===== src/rtl/xerd_pkg.sv =====
`timescale 1ns / 1ps
`default_nettype none
// ----------------------------------------------------------------------------
// xerd_pkg
// Shared constants, name tables and types of the XML entity reference decoder.
// ----------------------------------------------------------------------------
package xerd_pkg;

  localparam int MAX_REF_LEN = 40;
  localparam int CNT_W       = $clog2(MAX_REF_LEN + 1);
  localparam int ADDR_W      = $clog2(MAX_REF_LEN);
  localparam int MAX_DIGITS  = 31;
  localparam int VAL_W       = 12;
  localparam int NUM_NAMES   = 5;

  localparam logic [VAL_W-1:0] CHAR_MAX = 12'h07F;

  localparam logic [7:0] CH_AMP  = 8'h26;
  localparam logic [7:0] CH_SEMI = 8'h3B;
  localparam logic [7:0] CH_HASH = 8'h23;
  localparam logic [7:0] CH_XL   = 8'h78;
  localparam logic [7:0] CH_XU   = 8'h58;

  // lt, gt, amp, apos, quot; first character in the low byte
  localparam logic [NUM_NAMES-1:0][3:0][7:0] NAME_CHARS = {
    32'h746F7571, 32'h736F7061, 32'h00706D61, 32'h00007467, 32'h0000746C
  };
  localparam logic [NUM_NAMES-1:0][2:0] NAME_SIZE = {3'd4, 3'd4, 3'd3, 3'd2, 3'd2};
  localparam logic [NUM_NAMES-1:0][7:0] NAME_VAL = {8'h22, 8'h27, 8'h26, 8'h3E, 8'h3C};

  typedef enum logic [1:0] {
    MODE_PLAIN,
    MODE_REF,
    MODE_SKIP
  } scan_mode_t;

  typedef enum logic [1:0] {
    ST_IDLE,
    ST_AMP,
    ST_BODY,
    ST_TAIL
  } ctl_state_t;

  typedef struct packed {
    logic num;
    logic hex;
    logic bad;
    logic big;
  } ref_flags_t;

  typedef struct packed {
    logic accept;
    logic emit_amp;
    logic emit_body;
    logic emit_tail;
  } dp_cmd_t;

  typedef struct packed {
    logic slot_free;
    logic dump;
    logic body_empty;
    logic body_last;
  } dp_status_t;

endpackage
`default_nettype wire


===== src/rtl/xml_entity_reference_decoder_top.sv =====
`timescale 1ns / 1ps
`default_nettype none
// ----------------------------------------------------------------------------
// xml_entity_reference_decoder_top
// Replaces XML entity and character references in a stream of text bytes.
//
// Input: one text byte per transfer on in_tdata, in_tlast on the final byte
// of a chunk. Output: one byte per transfer on out_tdata, out_tuser = 1 when
// a byte is carried (0 only on a bare end-of-chunk marker), out_tlast on the
// final transfer of a chunk.
// Plain text and decoded references take one input byte per cycle unless
// the output stalls; results leave through a single output register in the
// cycle after acceptance. Bytes inside an open reference produce nothing
// until ';', chunk end or a full body store. A rejected or cut-off reference
// is replayed literally ('&', stored body, final byte) with in_tready low,
// one store byte a cycle unless stalled, as sequenced by the controller.
// When the receiver stalls, the output register holds and in_tready drops.
// Reset (synchronous, rst_n low) returns to plain text with no open
// reference and an empty output register; the body store is not cleared.
// ----------------------------------------------------------------------------
module xml_entity_reference_decoder_top (
  input  wire logic       clk,
  input  wire logic       rst_n,
  input  wire logic       in_tvalid,
  output logic            in_tready,
  input  wire logic [7:0] in_tdata,   // [7:0] in_byte
  input  wire logic       in_tlast,
  output logic            out_tvalid,
  input  wire logic       out_tready,
  output logic [7:0]      out_tdata,  // [7:0] out_byte
  output logic            out_tuser,  // [0] has_byte
  output logic            out_tlast
);

  xerd_pkg::dp_cmd_t    cmd;
  xerd_pkg::dp_status_t st;

  xerd_ctrl u_ctrl (
    .clk       (clk),
    .rst_n     (rst_n),
    .in_tvalid (in_tvalid),
    .in_tready (in_tready),
    .st        (st),
    .cmd       (cmd)
  );

  xerd_dp u_dp (
    .clk        (clk),
    .rst_n      (rst_n),
    .in_tdata   (in_tdata),
    .in_tlast   (in_tlast),
    .out_tvalid (out_tvalid),
    .out_tready (out_tready),
    .out_tdata  (out_tdata),
    .out_tuser  (out_tuser),
    .out_tlast  (out_tlast),
    .cmd        (cmd),
    .st         (st)
  );

endmodule
`default_nettype wire


===== src/rtl/xerd_dp.sv =====
`timescale 1ns / 1ps
`default_nettype none
// ----------------------------------------------------------------------------
// xerd_dp
// Datapath: scan mode, reference body store, numeric value, name matching,
// replay index and the output register.
// ----------------------------------------------------------------------------
module xerd_dp (
  input  wire logic                clk,
  input  wire logic                rst_n,
  input  wire logic [7:0]          in_tdata,
  input  wire logic                in_tlast,
  output logic                     out_tvalid,
  input  wire logic                out_tready,
  output logic [7:0]               out_tdata,
  output logic                     out_tuser,
  output logic                     out_tlast,
  input  wire xerd_pkg::dp_cmd_t   cmd,
  output xerd_pkg::dp_status_t     st
);

  xerd_pkg::scan_mode_t                mode_r, mode_nxt, mode_after;
  logic [xerd_pkg::CNT_W-1:0]          cnt_r, cnt_nxt;
  logic [7:0]                          cv_r, cv_nxt, cv_app;
  xerd_pkg::ref_flags_t                flags_r, flags_nxt, flags_app;
  logic [xerd_pkg::NUM_NAMES-1:0]      alive_r, alive_nxt, alive_app;
  logic [7:0]                          tail_byte_r, tail_byte_nxt;
  logic                                tail_last_r, tail_last_nxt;
  logic [xerd_pkg::ADDR_W-1:0]         idx_r, idx_nxt;
  logic [7:0]                          rdata_r;
  logic [7:0]                          mem [xerd_pkg::MAX_REF_LEN];
  logic                                ov_r, ov_nxt;
  logic [7:0]                          ob_r, ob_nxt;
  logic                                oh_r, oh_nxt;
  logic                                ol_r, ol_nxt;

  logic [7:0]                          b;
  logic                                last;
  logic                                is_dec, is_hex_lo, is_hex_up, dig_ok;
  logic [3:0]                          digit;
  logic [xerd_pkg::VAL_W-1:0]          prod, val;
  logic                                num_path, num_ok, name_hit, res_ok;
  logic [7:0]                          name_val, res_val;
  logic [xerd_pkg::CNT_W-1:0]          ndig;
  logic                                emit_one, dump, append, marker;
  logic [7:0]                          emit_val;
  logic                                body_last;

  assign b    = in_tdata;
  assign last = in_tlast;

  // digit decode and running value
  always_comb begin
    is_dec    = (b >= 8'h30) && (b <= 8'h39);
    is_hex_lo = flags_r.hex && (b >= 8'h61) && (b <= 8'h66);
    is_hex_up = flags_r.hex && (b >= 8'h41) && (b <= 8'h46);
    dig_ok    = is_dec || is_hex_lo || is_hex_up;
    digit     = is_dec ? b[3:0] : b[3:0] + 4'd9;
    if (flags_r.hex) begin
      prod = {cv_r, 4'b0000};
    end else begin
      prod = {1'b0, cv_r, 3'b000} + {3'b000, cv_r, 1'b0};
    end
    val = prod + xerd_pkg::VAL_W'(digit);
  end

  // body update for one appended byte
  always_comb begin
    flags_app = flags_r;
    cv_app    = cv_r;
    if (cnt_r == '0) begin
      if (b == xerd_pkg::CH_HASH) flags_app.num = 1'b1;
    end else if (flags_r.num) begin
      if (cnt_r == xerd_pkg::CNT_W'(1) && (b == xerd_pkg::CH_XL || b == xerd_pkg::CH_XU)) begin
        flags_app.hex = 1'b1;
      end else if (!dig_ok) begin
        flags_app.bad = 1'b1;
      end else if (!flags_r.big) begin
        if (val > xerd_pkg::CHAR_MAX) flags_app.big = 1'b1;
        else cv_app = val[7:0];
      end
    end
    for (int i = 0; i < xerd_pkg::NUM_NAMES; i++) begin
      alive_app[i] = alive_r[i] && (cnt_r < xerd_pkg::CNT_W'(xerd_pkg::NAME_SIZE[i])) &&
                     (b == xerd_pkg::NAME_CHARS[i][cnt_r[1:0]]);
    end
  end

  // resolve the stored body at ';'
  always_comb begin
    num_path = flags_r.num && (cnt_r >= xerd_pkg::CNT_W'(2));
    ndig     = flags_r.hex ? cnt_r - xerd_pkg::CNT_W'(2) : cnt_r - xerd_pkg::CNT_W'(1);
    num_ok   = !(flags_r.hex && cnt_r < xerd_pkg::CNT_W'(3)) &&
               (ndig <= xerd_pkg::CNT_W'(xerd_pkg::MAX_DIGITS)) &&
               !flags_r.bad && !flags_r.big;
    name_hit = 1'b0;
    name_val = 8'h00;
    for (int i = 0; i < xerd_pkg::NUM_NAMES; i++) begin
      if (alive_r[i] && cnt_r == xerd_pkg::CNT_W'(xerd_pkg::NAME_SIZE[i])) begin
        name_hit = 1'b1;
        name_val = xerd_pkg::NAME_VAL[i];
      end
    end
    res_ok  = num_path ? num_ok : name_hit;
    res_val = num_path ? cv_r : name_val;
  end

  // per-transfer decision
  always_comb begin
    emit_one   = 1'b0;
    emit_val   = b;
    dump       = 1'b0;
    append     = 1'b0;
    mode_after = mode_r;
    case (mode_r)
      xerd_pkg::MODE_REF: begin
        if (b == xerd_pkg::CH_SEMI) begin
          if (res_ok) begin
            emit_one = (res_val != 8'h00);
            emit_val = res_val;
          end else begin
            dump = 1'b1;
          end
          mode_after = xerd_pkg::MODE_PLAIN;
        end else if (last || cnt_r >= xerd_pkg::CNT_W'(xerd_pkg::MAX_REF_LEN)) begin
          dump       = 1'b1;
          mode_after = xerd_pkg::MODE_SKIP;
        end else begin
          append = 1'b1;
        end
      end
      xerd_pkg::MODE_SKIP: begin
        emit_one = 1'b1;
        if (b == xerd_pkg::CH_SEMI) mode_after = xerd_pkg::MODE_PLAIN;
      end
      default: begin
        if (b == xerd_pkg::CH_AMP && !last) begin
          mode_after = xerd_pkg::MODE_REF;
        end else begin
          emit_one = 1'b1;
        end
      end
    endcase
    if (last) mode_after = xerd_pkg::MODE_PLAIN;
    marker = last && !emit_one && !dump;
  end

  assign body_last = (xerd_pkg::CNT_W'(idx_r) + xerd_pkg::CNT_W'(1)) == cnt_r;

  always_comb begin
    st.slot_free  = !ov_r || out_tready;
    st.dump       = dump;
    st.body_empty = (cnt_r == '0);
    st.body_last  = body_last;
  end

  // next state
  always_comb begin
    mode_nxt      = mode_r;
    cnt_nxt       = cnt_r;
    cv_nxt        = cv_r;
    flags_nxt     = flags_r;
    alive_nxt     = alive_r;
    tail_byte_nxt = tail_byte_r;
    tail_last_nxt = tail_last_r;
    idx_nxt       = idx_r;
    ov_nxt        = ov_r && !out_tready;
    ob_nxt        = ob_r;
    oh_nxt        = oh_r;
    ol_nxt        = ol_r;
    if (cmd.accept) begin
      mode_nxt      = mode_after;
      tail_byte_nxt = b;
      tail_last_nxt = last;
      idx_nxt       = '0;
      if (append) begin
        cnt_nxt   = cnt_r + xerd_pkg::CNT_W'(1);
        cv_nxt    = cv_app;
        flags_nxt = flags_app;
        alive_nxt = alive_app;
      end else if (!dump) begin
        cnt_nxt   = '0;
        cv_nxt    = 8'h00;
        flags_nxt = '0;
        alive_nxt = '1;
      end
      if (emit_one) begin
        ov_nxt = 1'b1;
        ob_nxt = emit_val;
        oh_nxt = 1'b1;
        ol_nxt = last;
      end else if (marker) begin
        ov_nxt = 1'b1;
        ob_nxt = 8'h00;
        oh_nxt = 1'b0;
        ol_nxt = 1'b1;
      end
    end
    if (cmd.emit_amp) begin
      ov_nxt = 1'b1;
      ob_nxt = xerd_pkg::CH_AMP;
      oh_nxt = 1'b1;
      ol_nxt = 1'b0;
    end
    if (cmd.emit_body) begin
      ov_nxt = 1'b1;
      ob_nxt = rdata_r;
      oh_nxt = 1'b1;
      ol_nxt = 1'b0;
      if (!body_last) idx_nxt = idx_r + xerd_pkg::ADDR_W'(1);
    end
    if (cmd.emit_tail) begin
      ov_nxt    = 1'b1;
      ob_nxt    = tail_byte_r;
      oh_nxt    = 1'b1;
      ol_nxt    = tail_last_r;
      cnt_nxt   = '0;
      cv_nxt    = 8'h00;
      flags_nxt = '0;
      alive_nxt = '1;
    end
  end

  always_ff @(posedge clk) begin
    if (!rst_n) begin
      mode_r  <= xerd_pkg::MODE_PLAIN;
      cnt_r   <= '0;
      cv_r    <= 8'h00;
      flags_r <= '0;
      alive_r <= '1;
      idx_r   <= '0;
      ov_r    <= 1'b0;
    end else begin
      mode_r  <= mode_nxt;
      cnt_r   <= cnt_nxt;
      cv_r    <= cv_nxt;
      flags_r <= flags_nxt;
      alive_r <= alive_nxt;
      idx_r   <= idx_nxt;
      ov_r    <= ov_nxt;
    end
  end

  always_ff @(posedge clk) begin
    tail_byte_r <= tail_byte_nxt;
    tail_last_r <= tail_last_nxt;
    ob_r        <= ob_nxt;
    oh_r        <= oh_nxt;
    ol_r        <= ol_nxt;
  end

  // body store, read address always one step ahead so rdata_r matches idx_r
  always_ff @(posedge clk) begin
    if (cmd.accept && append) mem[cnt_r[xerd_pkg::ADDR_W-1:0]] <= b;
    rdata_r <= mem[idx_nxt];
  end

  assign out_tvalid = ov_r;
  assign out_tdata  = ob_r;
  assign out_tuser  = oh_r;
  assign out_tlast  = ol_r;

  a_cnt_bound: assert property (@(posedge clk) disable iff (!rst_n)
    cnt_r <= xerd_pkg::CNT_W'(xerd_pkg::MAX_REF_LEN))
    else $error("body count past store depth");

  a_tail_clears: assert property (@(posedge clk) disable iff (!rst_n)
    cmd.emit_tail |=> (cnt_r == '0) && (flags_r == '0))
    else $error("reference not cleared after replay");

endmodule
`default_nettype wire


===== src/rtl/xerd_ctrl.sv =====
`timescale 1ns / 1ps
`default_nettype none
// ----------------------------------------------------------------------------
// xerd_ctrl
// Controller: takes input transfers and sequences literal replay of a
// rejected or cut-off reference ('&', stored body, final byte).
// ----------------------------------------------------------------------------
module xerd_ctrl (
  input  wire logic                 clk,
  input  wire logic                 rst_n,
  input  wire logic                 in_tvalid,
  output logic                      in_tready,
  input  wire xerd_pkg::dp_status_t st,
  output xerd_pkg::dp_cmd_t         cmd
);

  xerd_pkg::ctl_state_t state_r, state_nxt;

  always_comb begin
    state_nxt = state_r;
    case (state_r)
      xerd_pkg::ST_IDLE: begin
        if (in_tvalid && st.slot_free && st.dump) state_nxt = xerd_pkg::ST_AMP;
      end
      xerd_pkg::ST_AMP: begin
        if (st.slot_free) state_nxt = st.body_empty ? xerd_pkg::ST_TAIL : xerd_pkg::ST_BODY;
      end
      xerd_pkg::ST_BODY: begin
        if (st.slot_free && st.body_last) state_nxt = xerd_pkg::ST_TAIL;
      end
      xerd_pkg::ST_TAIL: begin
        if (st.slot_free) state_nxt = xerd_pkg::ST_IDLE;
      end
      default: state_nxt = xerd_pkg::ST_IDLE;
    endcase
  end

  always_comb begin
    cmd       = '0;
    in_tready = 1'b0;
    case (state_r)
      xerd_pkg::ST_IDLE: begin
        in_tready  = st.slot_free;
        cmd.accept = in_tvalid && st.slot_free;
      end
      xerd_pkg::ST_AMP:  cmd.emit_amp  = st.slot_free;
      xerd_pkg::ST_BODY: cmd.emit_body = st.slot_free;
      xerd_pkg::ST_TAIL: cmd.emit_tail = st.slot_free;
      default: ;
    endcase
  end

  always_ff @(posedge clk) begin
    if (!rst_n) begin
      state_r <= xerd_pkg::ST_IDLE;
    end else begin
      state_r <= state_nxt;
    end
  end

  a_body_nonempty: assert property (@(posedge clk) disable iff (!rst_n)
    (state_r == xerd_pkg::ST_BODY) |-> !st.body_empty)
    else $error("replaying an empty body");

  a_cmd_onehot: assert property (@(posedge clk) disable iff (!rst_n)
    $onehot0({cmd.accept, cmd.emit_amp, cmd.emit_body, cmd.emit_tail}))
    else $error("more than one datapath command");

endmodule
`default_nettype wire

===== config.mk =====
export PLATFORM = sky130hd
export DESIGN_NAME = xml_entity_reference_decoder_top
export DESIGN_NICKNAME = d
export VERILOG_FILES = /design/src/rtl/xerd_pkg.sv /design/src/rtl/xml_entity_reference_decoder_top.sv /design/src/rtl/xerd_dp.sv /design/src/rtl/xerd_ctrl.sv
export SDC_FILE = /design/constraint.sdc
export NUM_CORES = 1
export LEC_CHECK = 0
export BUFFER_PORTS_ARGS = -buffer_cell sky130_fd_sc_hd__buf_2
export CORE_MARGIN = 2
export CORE_UTILIZATION = 45
export CTS_BUF_LIST = sky130_fd_sc_hd__clkbuf_8
export CTS_CLUSTER_DIAMETER = 80
export DETAILED_ROUTE_END_ITERATION = 8
export HOLD_SLACK_MARGIN = 0.06
export MAX_ROUTING_LAYER = met4
export SETUP_SLACK_MARGIN = 0.2
export SKIP_CTS_REPAIR_TIMING = 1
export SYNTH_ARGS = -nofsm -noshare
export SYNTH_HDL_FRONTEND = slang
export SYNTH_SLANG_ARGS = --single-unit

===== constraint.sdc =====
create_clock -name clk -period 10.1 [get_ports clk]
set_input_delay 1.515 -clock clk [delete_from_list [all_inputs] [get_ports clk]]
set_output_delay 1.515 -clock clk [all_outputs]
set_load 0.01 [all_outputs]

==> flow_metrics.tcl, run 1 <==
set metrics [dict create \
    p_int_uw 2420 \
    cap_violations 0 \
    num_rows 71 \
    setup_viol 0 \
    start_util_pct 45.7 \
    cp_data_required_time_ns 10.61 \
    fin_nets 1515 \
    dp.cells 1917 \
    r2r_setup_slack_ns 5.06 \
    ys.warnings.count 0 \
    ys_top_cells_by_area "edfxtp_1, nand2_1, dfxtp_1" \
    clkPwrFrac_pct 37.1 \
    yosysMostFrequentCell "edfxtp_1" \
    clock_sinks 381 \
    finalSetupTns_ns 0 \
    yosysTopAreaCell "edfxtp_1" \
    vias 11400 \
    slew_violations 0 \
    synth_flop_cell "edfxtp_1" \
    avgSynthCellArea_um2 12.0 \
    pin_count 25 \
    die_area_mm2 0.0400 \
    grt_pass1_wl_um 65500 \
    yosys.area.top_type_share_pct 58.8 \
    ys_ff_latch 381 \
    fmax_mhz 176 \
    coreArea_mm2 0.0378 \
    synth_nets 1483 \
    port_buffers 24 \
    final_core_util_pct 50.0 \
    grt_pass1_vias 11100 \
    leakage_uw 0.00667 \
    startpoint_type "input pin" \
    path_clk_slew_ns 0.06 \
    worstHoldPathType "flop to flop" \
    p_switching_uw 776 \
    slew_headroom_pct 27.4 \
    postSynth.asyncResetShare_pct 0 \
    drc 0 \
    cts.path.max_buffers 3 \
    final-hold-violation-count 0 \
    antennaDiodeCount 0 \
    clock_skew_ns 0.0393 \
    clk_latency_ns 0.63 \
    switching_share_pct 24.3 \
    root_buffer "clkbuf_8" \
    worst_slack_ns 4.43 \
    grt.overflow.total 0 \
    cp_data_arrival_time_ns 6.17 \
    yosys-top-cells-count "edfxtp_1, nand2_1, nor2_1" \
    max_slew.worst_pin.slew_ns 1.07 \
    grt_start_max_net_pins 78 \
    rsz0062_at_grt "no" \
    ys_types 75 \
    instances_no_fill 2023 \
    placed_area_mm2 0.0178 \
    grt.total_usage_pct 22.3 \
    synthCells 1436 \
    final_area_mm2 0.0189 \
    cts_tree "yes" \
    cp-end-kind "flop" \
    synth.yosys.seq_area_share_pct 63.7 \
    period_share_pct 56.1 \
    status "completed" \
    p_comb_share_pct 7.5 \
    die_h_um 200 \
    cts_buffers 60 \
    hpwl_um 27000 \
    final_antenna_net_count 0 \
    power.density_mw_per_mm2 169 \
    path_class "input pin to flop" \
    post_drt_wl_per_cell_um 20.9 \
    dr.pass1.iters 6 \
    post-place-ws_ns 3.79 \
    power_frac_seq_pct 55.4 \
    chipWidth_um 200 \
    drt_iter0_markers 1028 \
    synth_area_mm2 0.0173 \
    crit_fanout 53 \
    gp_congestion 0.858 \
    antenna_found_initial 0 \
    min_period_ns 5.67 \
    peakVddDrop_uv 99.4 \
    ctsHtreeMaxLevel 2 \
    drt-total-wl_um 42300 \
    drive_gt1_share_pct 9.26 \
    vias_per_cell 5.63 \
    synth-edff-count 338 \
    area_growth_pct 9.29 \
]
## through the flow
step / total power, µW / hold WS (ns)
finish: 3200 / 0.473
global route: 3320 / 0.508
CTS: 3220 / 0.463
detailed placement: 2040 / 0.452
global placement: 2040 / 0.452
floorplan: 1940 / 0.436
## power groups by stage
| stage | registers, µW | logic (µW) | clock network (µW) |
|---|---|---|---|
| finish | 1770 | 241 | 1190 |
| global route | 1770 | 266 | 1280 |
| CTS | 1770 | 241 | 1210 |
| detailed placement | 1800 | 240 | 0 |
| global placement | 1800 | 236 | 0 |
| floorplan | 1810 | 135 | 0 |
## final cells by class
cell class | count | area [µm²]
flip-flops and latches | 381 | 11000
repair buffers | 43 | 263
fillers | 3339 | 18900
well taps | 511 | 639
clock buffers | 62 | 853
clock inverters | 44 | 210
inverters | 20 | 75.1
multi-input cells | 962 | 5820
## layer usage
metal | routed length, µm | part of all wire (%) | track usage [%] | vias up
met5 | 0 | 0 | - | -
met4 | 818 | 1.9 | 5.73 | 0
met3 | 2830 | 6.7 | 3.11 | 65
met2 | 19400 | 46 | 34.0 | 414
met1 | 19300 | 46 | 31.5 | 5539
li1 | - | - | - | 5369
## worst max-delay path: stages
cell      delay (ns)
buf_2           0.07
buf_4           0.50
inv_1           0.19
ha_1            0.26
nor2_1          0.09
o21ai_0         0.09
and3_1          0.24
nand2b_1        0.17
xor2_1          0.23
inv_1           0.07
ha_1            0.28
a21o_1          0.17
a21oi_1         0.24
or3_1           0.20
nor2_1          0.05
mux2_2          0.28
a221oi_1        0.30
mux2i_1         0.12
nor4_1          0.45
o21bai_1        0.29
a32o_1          0.33
## sequential cells by signal, summed over array words and instances, names as in the netlist
signal	flops
u_dp.rdata_r	8
u_dp.tail_last_r	1
u_dp.out_tdata	8
u_ctrl.state_r	2
u_dp.tail_byte_r	8
u_dp.out_tuser	1
u_dp.cv_r	8
u_dp.out_tvalid	1
u_dp.alive_r	5
u_dp.flags_r	4
u_dp.idx_r	6
u_dp.out_tlast	1
u_dp.mem	320
u_dp.mode_r	2
u_dp.cnt_r	6
## placed cells by master, fill, tap and decap left out, types with 35 or more instances in the layout
cell type and count:
o21ai_0 36, a21oi_1 49, mux2i_1 60, clkbuf_8 62, edfxtp_1 338, a31oi_1 35, dfxtp_1 43, nor2_1 80
inv_1 45, nand3_1 60, nand2_1 326
## final timing paths
path	endpoint	cells past startpoint	from
max	u_dp.cv_r[5]$_SDFFE_PP0P_	21	in_tdata[0]
min	u_dp.alive_r[0]$_SDFFE_PP1P_	2	u_dp.alive_r[0]$_SDFFE_PP1P_
max reg2reg	u_dp.rdata_r[6]$_DFF_P_	12	u_dp.idx_r[0]$_SDFF_PN0_
min reg2reg	u_dp.alive_r[0]$_SDFFE_PP1P_	2	u_dp.alive_r[0]$_SDFFE_PP1P_
## cells by family after synthesis
group,after synthesis,synth area share (%)
AO/OA/AOI/OAI,232,9.24
XOR/XNOR,38,2.17
adder cells (fa/ha/maj),34,2.55
buffers and inverters,93,2.71
flip-flops,381,63.7
multiplexers,67,3.96
AND/OR/NAND/NOR,591,15.6
No activity file was read; power rests on OpenSTA's default activity.
==> run 2, diff against run 1 <==
--- a/config.mk
+++ b/config.mk
@@ -5,6 +5,7 @@
 export SDC_FILE = /design/constraint.sdc
 export NUM_CORES = 1
 export LEC_CHECK = 0
+export ABC_AREA = 1
 export BUFFER_PORTS_ARGS = -buffer_cell sky130_fd_sc_hd__buf_2
 export CORE_MARGIN = 2
 export CORE_UTILIZATION = 45
==> constraint.sdc (replaced) <==
create_clock -name clk -period 5.2 [get_ports clk]
set_input_delay 0.78 -clock clk [delete_from_list [all_inputs] [get_ports clk]]
set_output_delay 0.78 -clock clk [all_outputs]
set_load 0.01 [all_outputs]
==> flow_metrics.tcl, run 2 <==
set metrics [dict create \
    cp_data_arrival_time_ns 4.60 \
    grt_start_max_net_pins 121 \
    p_int_uw 5340 \
    clock_skew_ns 0.0276 \
    cp_data_required_time_ns 5.66 \
    synth-edff-count 338 \
    fmax_mhz 242 \
    path_clk_slew_ns 0.06 \
    grt.total_usage_pct 24.9 \
    yosys.area.top_type_share_pct 55.0 \
    worstHoldPathType "input pin to flop" \
    clk_latency_ns 0.61 \
    fin_nets 1975 \
    cts_tree "yes" \
    num_rows 74 \
    final-hold-violation-count 0 \
    largest_register_ffs 320 \
    hpwl_um 31900 \
    grt.overflow.total 0 \
    cap_violations 0 \
    hold_slack_ns 0.432 \
    coreArea_mm2 0.0406 \
    gp_congestion 0.960 \
    cts_buffers 66 \
    final_common_cell "nand3_1" \
    startpoint_type "flop" \
    grt_pass1_vias 13100 \
    grt_pass1_wl_um 77100 \
    yosysMostFrequentCell "nand3_1" \
    vias 13700 \
    die_h_um 207 \
    synth_flop_cell "edfxtp_1" \
    path_class "flop to flop" \
    drt_iter0_markers 1217 \
    pin_count 25 \
    clock_sinks 381 \
    ys_ff_latch 381 \
    postSynth.asyncResetShare_pct 0 \
    cts.path.max_buffers 3 \
    drt-total-wl_um 50400 \
    switching_share_pct 33.8 \
    cp-end-kind "flop" \
    synth_area_mm2 0.0185 \
    peakVddDrop_uv 306 \
    power.density_mw_per_mm2 398 \
    instances_no_fill 2507 \
    avgSynthCellArea_um2 9.80 \
    p_comb_share_pct 25.0 \
    root_buffer "clkbuf_8" \
    ys.warnings.count 0 \
    synth_nets 1930 \
    rsz0062_at_grt "no" \
    setup_viol 0 \
    max_slew.worst_pin.slew_ns 0.987 \
    synthCells 1883 \
    period_share_pct 79.6 \
    drive_gt1_share_pct 9.47 \
    placed_area_mm2 0.0191 \
    antennaDiodeCount 0 \
    final_antenna_net_count 0 \
    dp.cells 2392 \
    layout_common_cells "nand3_1, edfxtp_1, nand2_1" \
    clkPwrFrac_pct 30.3 \
    chipWidth_um 207 \
    start_util_pct 45.4 \
    slew_headroom_pct 34.2 \
    slew_violations 0 \
    p_switching_uw 2730 \
    min_period_ns 4.14 \
    yosys-top-cells-count "nand3_1, edfxtp_1, nand2_1" \
    crit_fanout 75 \
    die_area_mm2 0.0427 \
    dr.pass1.iters 6 \
    ctsHtreeMaxLevel 3 \
    status "completed" \
    area_growth_pct 9.75 \
    port_buffers 24 \
    ys_top_cells_by_area "edfxtp_1, nand3_1, nand2_1" \
    post_drt_wl_per_cell_um 20.1 \
    antenna_found_initial 0 \
    drc 0 \
    power_frac_seq_pct 44.6 \
    yosysTopAreaCell "edfxtp_1" \
    synth.yosys.seq_area_share_pct 59.6 \
    leakage_uw 0.00805 \
    finalSetupTns_ns 0 \
    vias_per_cell 5.46 \
    ys_types 49 \
    final_area_mm2 0.0203 \
]
-- run 2: logic make-up (layout without fill, tap and decap cells) --
kind of cell	after synthesis	count (layout)	share of synthesized area, %
AOI/OAI and AO/OA	164	164	5.33
xor gates and xnor gates	12	12	0.569
adders and majority gates	34	34	2.39
buffers and inverters	357	449	8.13
DFF	381	381	59.6
and+or+nand+nor	935	935	23.9
-- run 2: critical path: stages (launching register included) --
cell and delay, ns:
dfxtp_1 0.77, inv_2 0.20, nand2_1 0.10, nand2_1 0.05
nor2_1 0.08, nand3_1 0.08, nor2_1 0.19, nand3_4 0.17
nand2_4 0.18, nand2_4 0.09, nand2_4 0.30, buf_4 0.73
nand2_1 0.12, nand3_1 0.12, nand3_1 0.12, nand3_1 0.17
nand3_1 0.18, nand3_1 0.17, nand2_1 0.11
-- run 2: worst paths after layout --
kind	from	to	slack, ns	cells after the start
setup / recovery	u_dp.cnt_r[1]$_SDFFE_PP0P_	u_dp.rdata_r[2]$_DFF_P_	1.06	18
hold / removal	in_tlast	u_dp.tail_last_r$_DFFE_PP_	0.43	1
setup reg to reg	u_dp.cnt_r[1]$_SDFFE_PP0P_	u_dp.rdata_r[2]$_DFF_P_	1.06	18
hold reg to reg	u_dp.out_tuser$_SDFFE_PP1P_	u_dp.out_tuser$_SDFFE_PP1P_	0.46	2
-- run 2: layout make-up --
type | count | area (µm²)
clock buffer | 71 | 977
inverter | 269 | 1010
tap | 532 | 666
multi-input combinational | 1145 | 5960
sequential | 381 | 11000
fill | 3721 | 20400
timing repair buffer | 65 | 453
clock inverter | 44 | 178
-- run 2: through the flow --
step           setup WS, ns  total power [µW]  utilization [%]
2_1_floorplan          1.42              5090                -
3_3_place_gp          0.835              5640             47.0
3_5_place_dp          0.729              5660             47.0
4_1_cts                1.11              8120             49.8
5_1_grt               0.720              8510             49.8
6_report               1.06              8060             49.8
-- run 2: layer usage --
layer / global-route usage, % / wire [µm] / vias to the layer above
li1: - / - / 6510
met1: 33.8 / 22500 / 6605
met2: 37.8 / 23400 / 479
met3: 3.53 / 2960 / 99
met4: 9.90 / 1540 / 0
met5: - / 0 / -
-- run 2: power groups by stage --
| stage | clock network (µW) | logic, µW | registers (µW) |
|---|---|---|---|
| 2_1_floorplan | 0 | 1450 | 3640 |
| 3_3_place_gp | 0 | 1990 | 3650 |
| 3_5_place_dp | 0 | 2010 | 3650 |
| 4_1_cts | 2500 | 2020 | 3600 |
| 5_1_grt | 2630 | 2270 | 3610 |
| 6_report | 2450 | 2020 | 3600 |
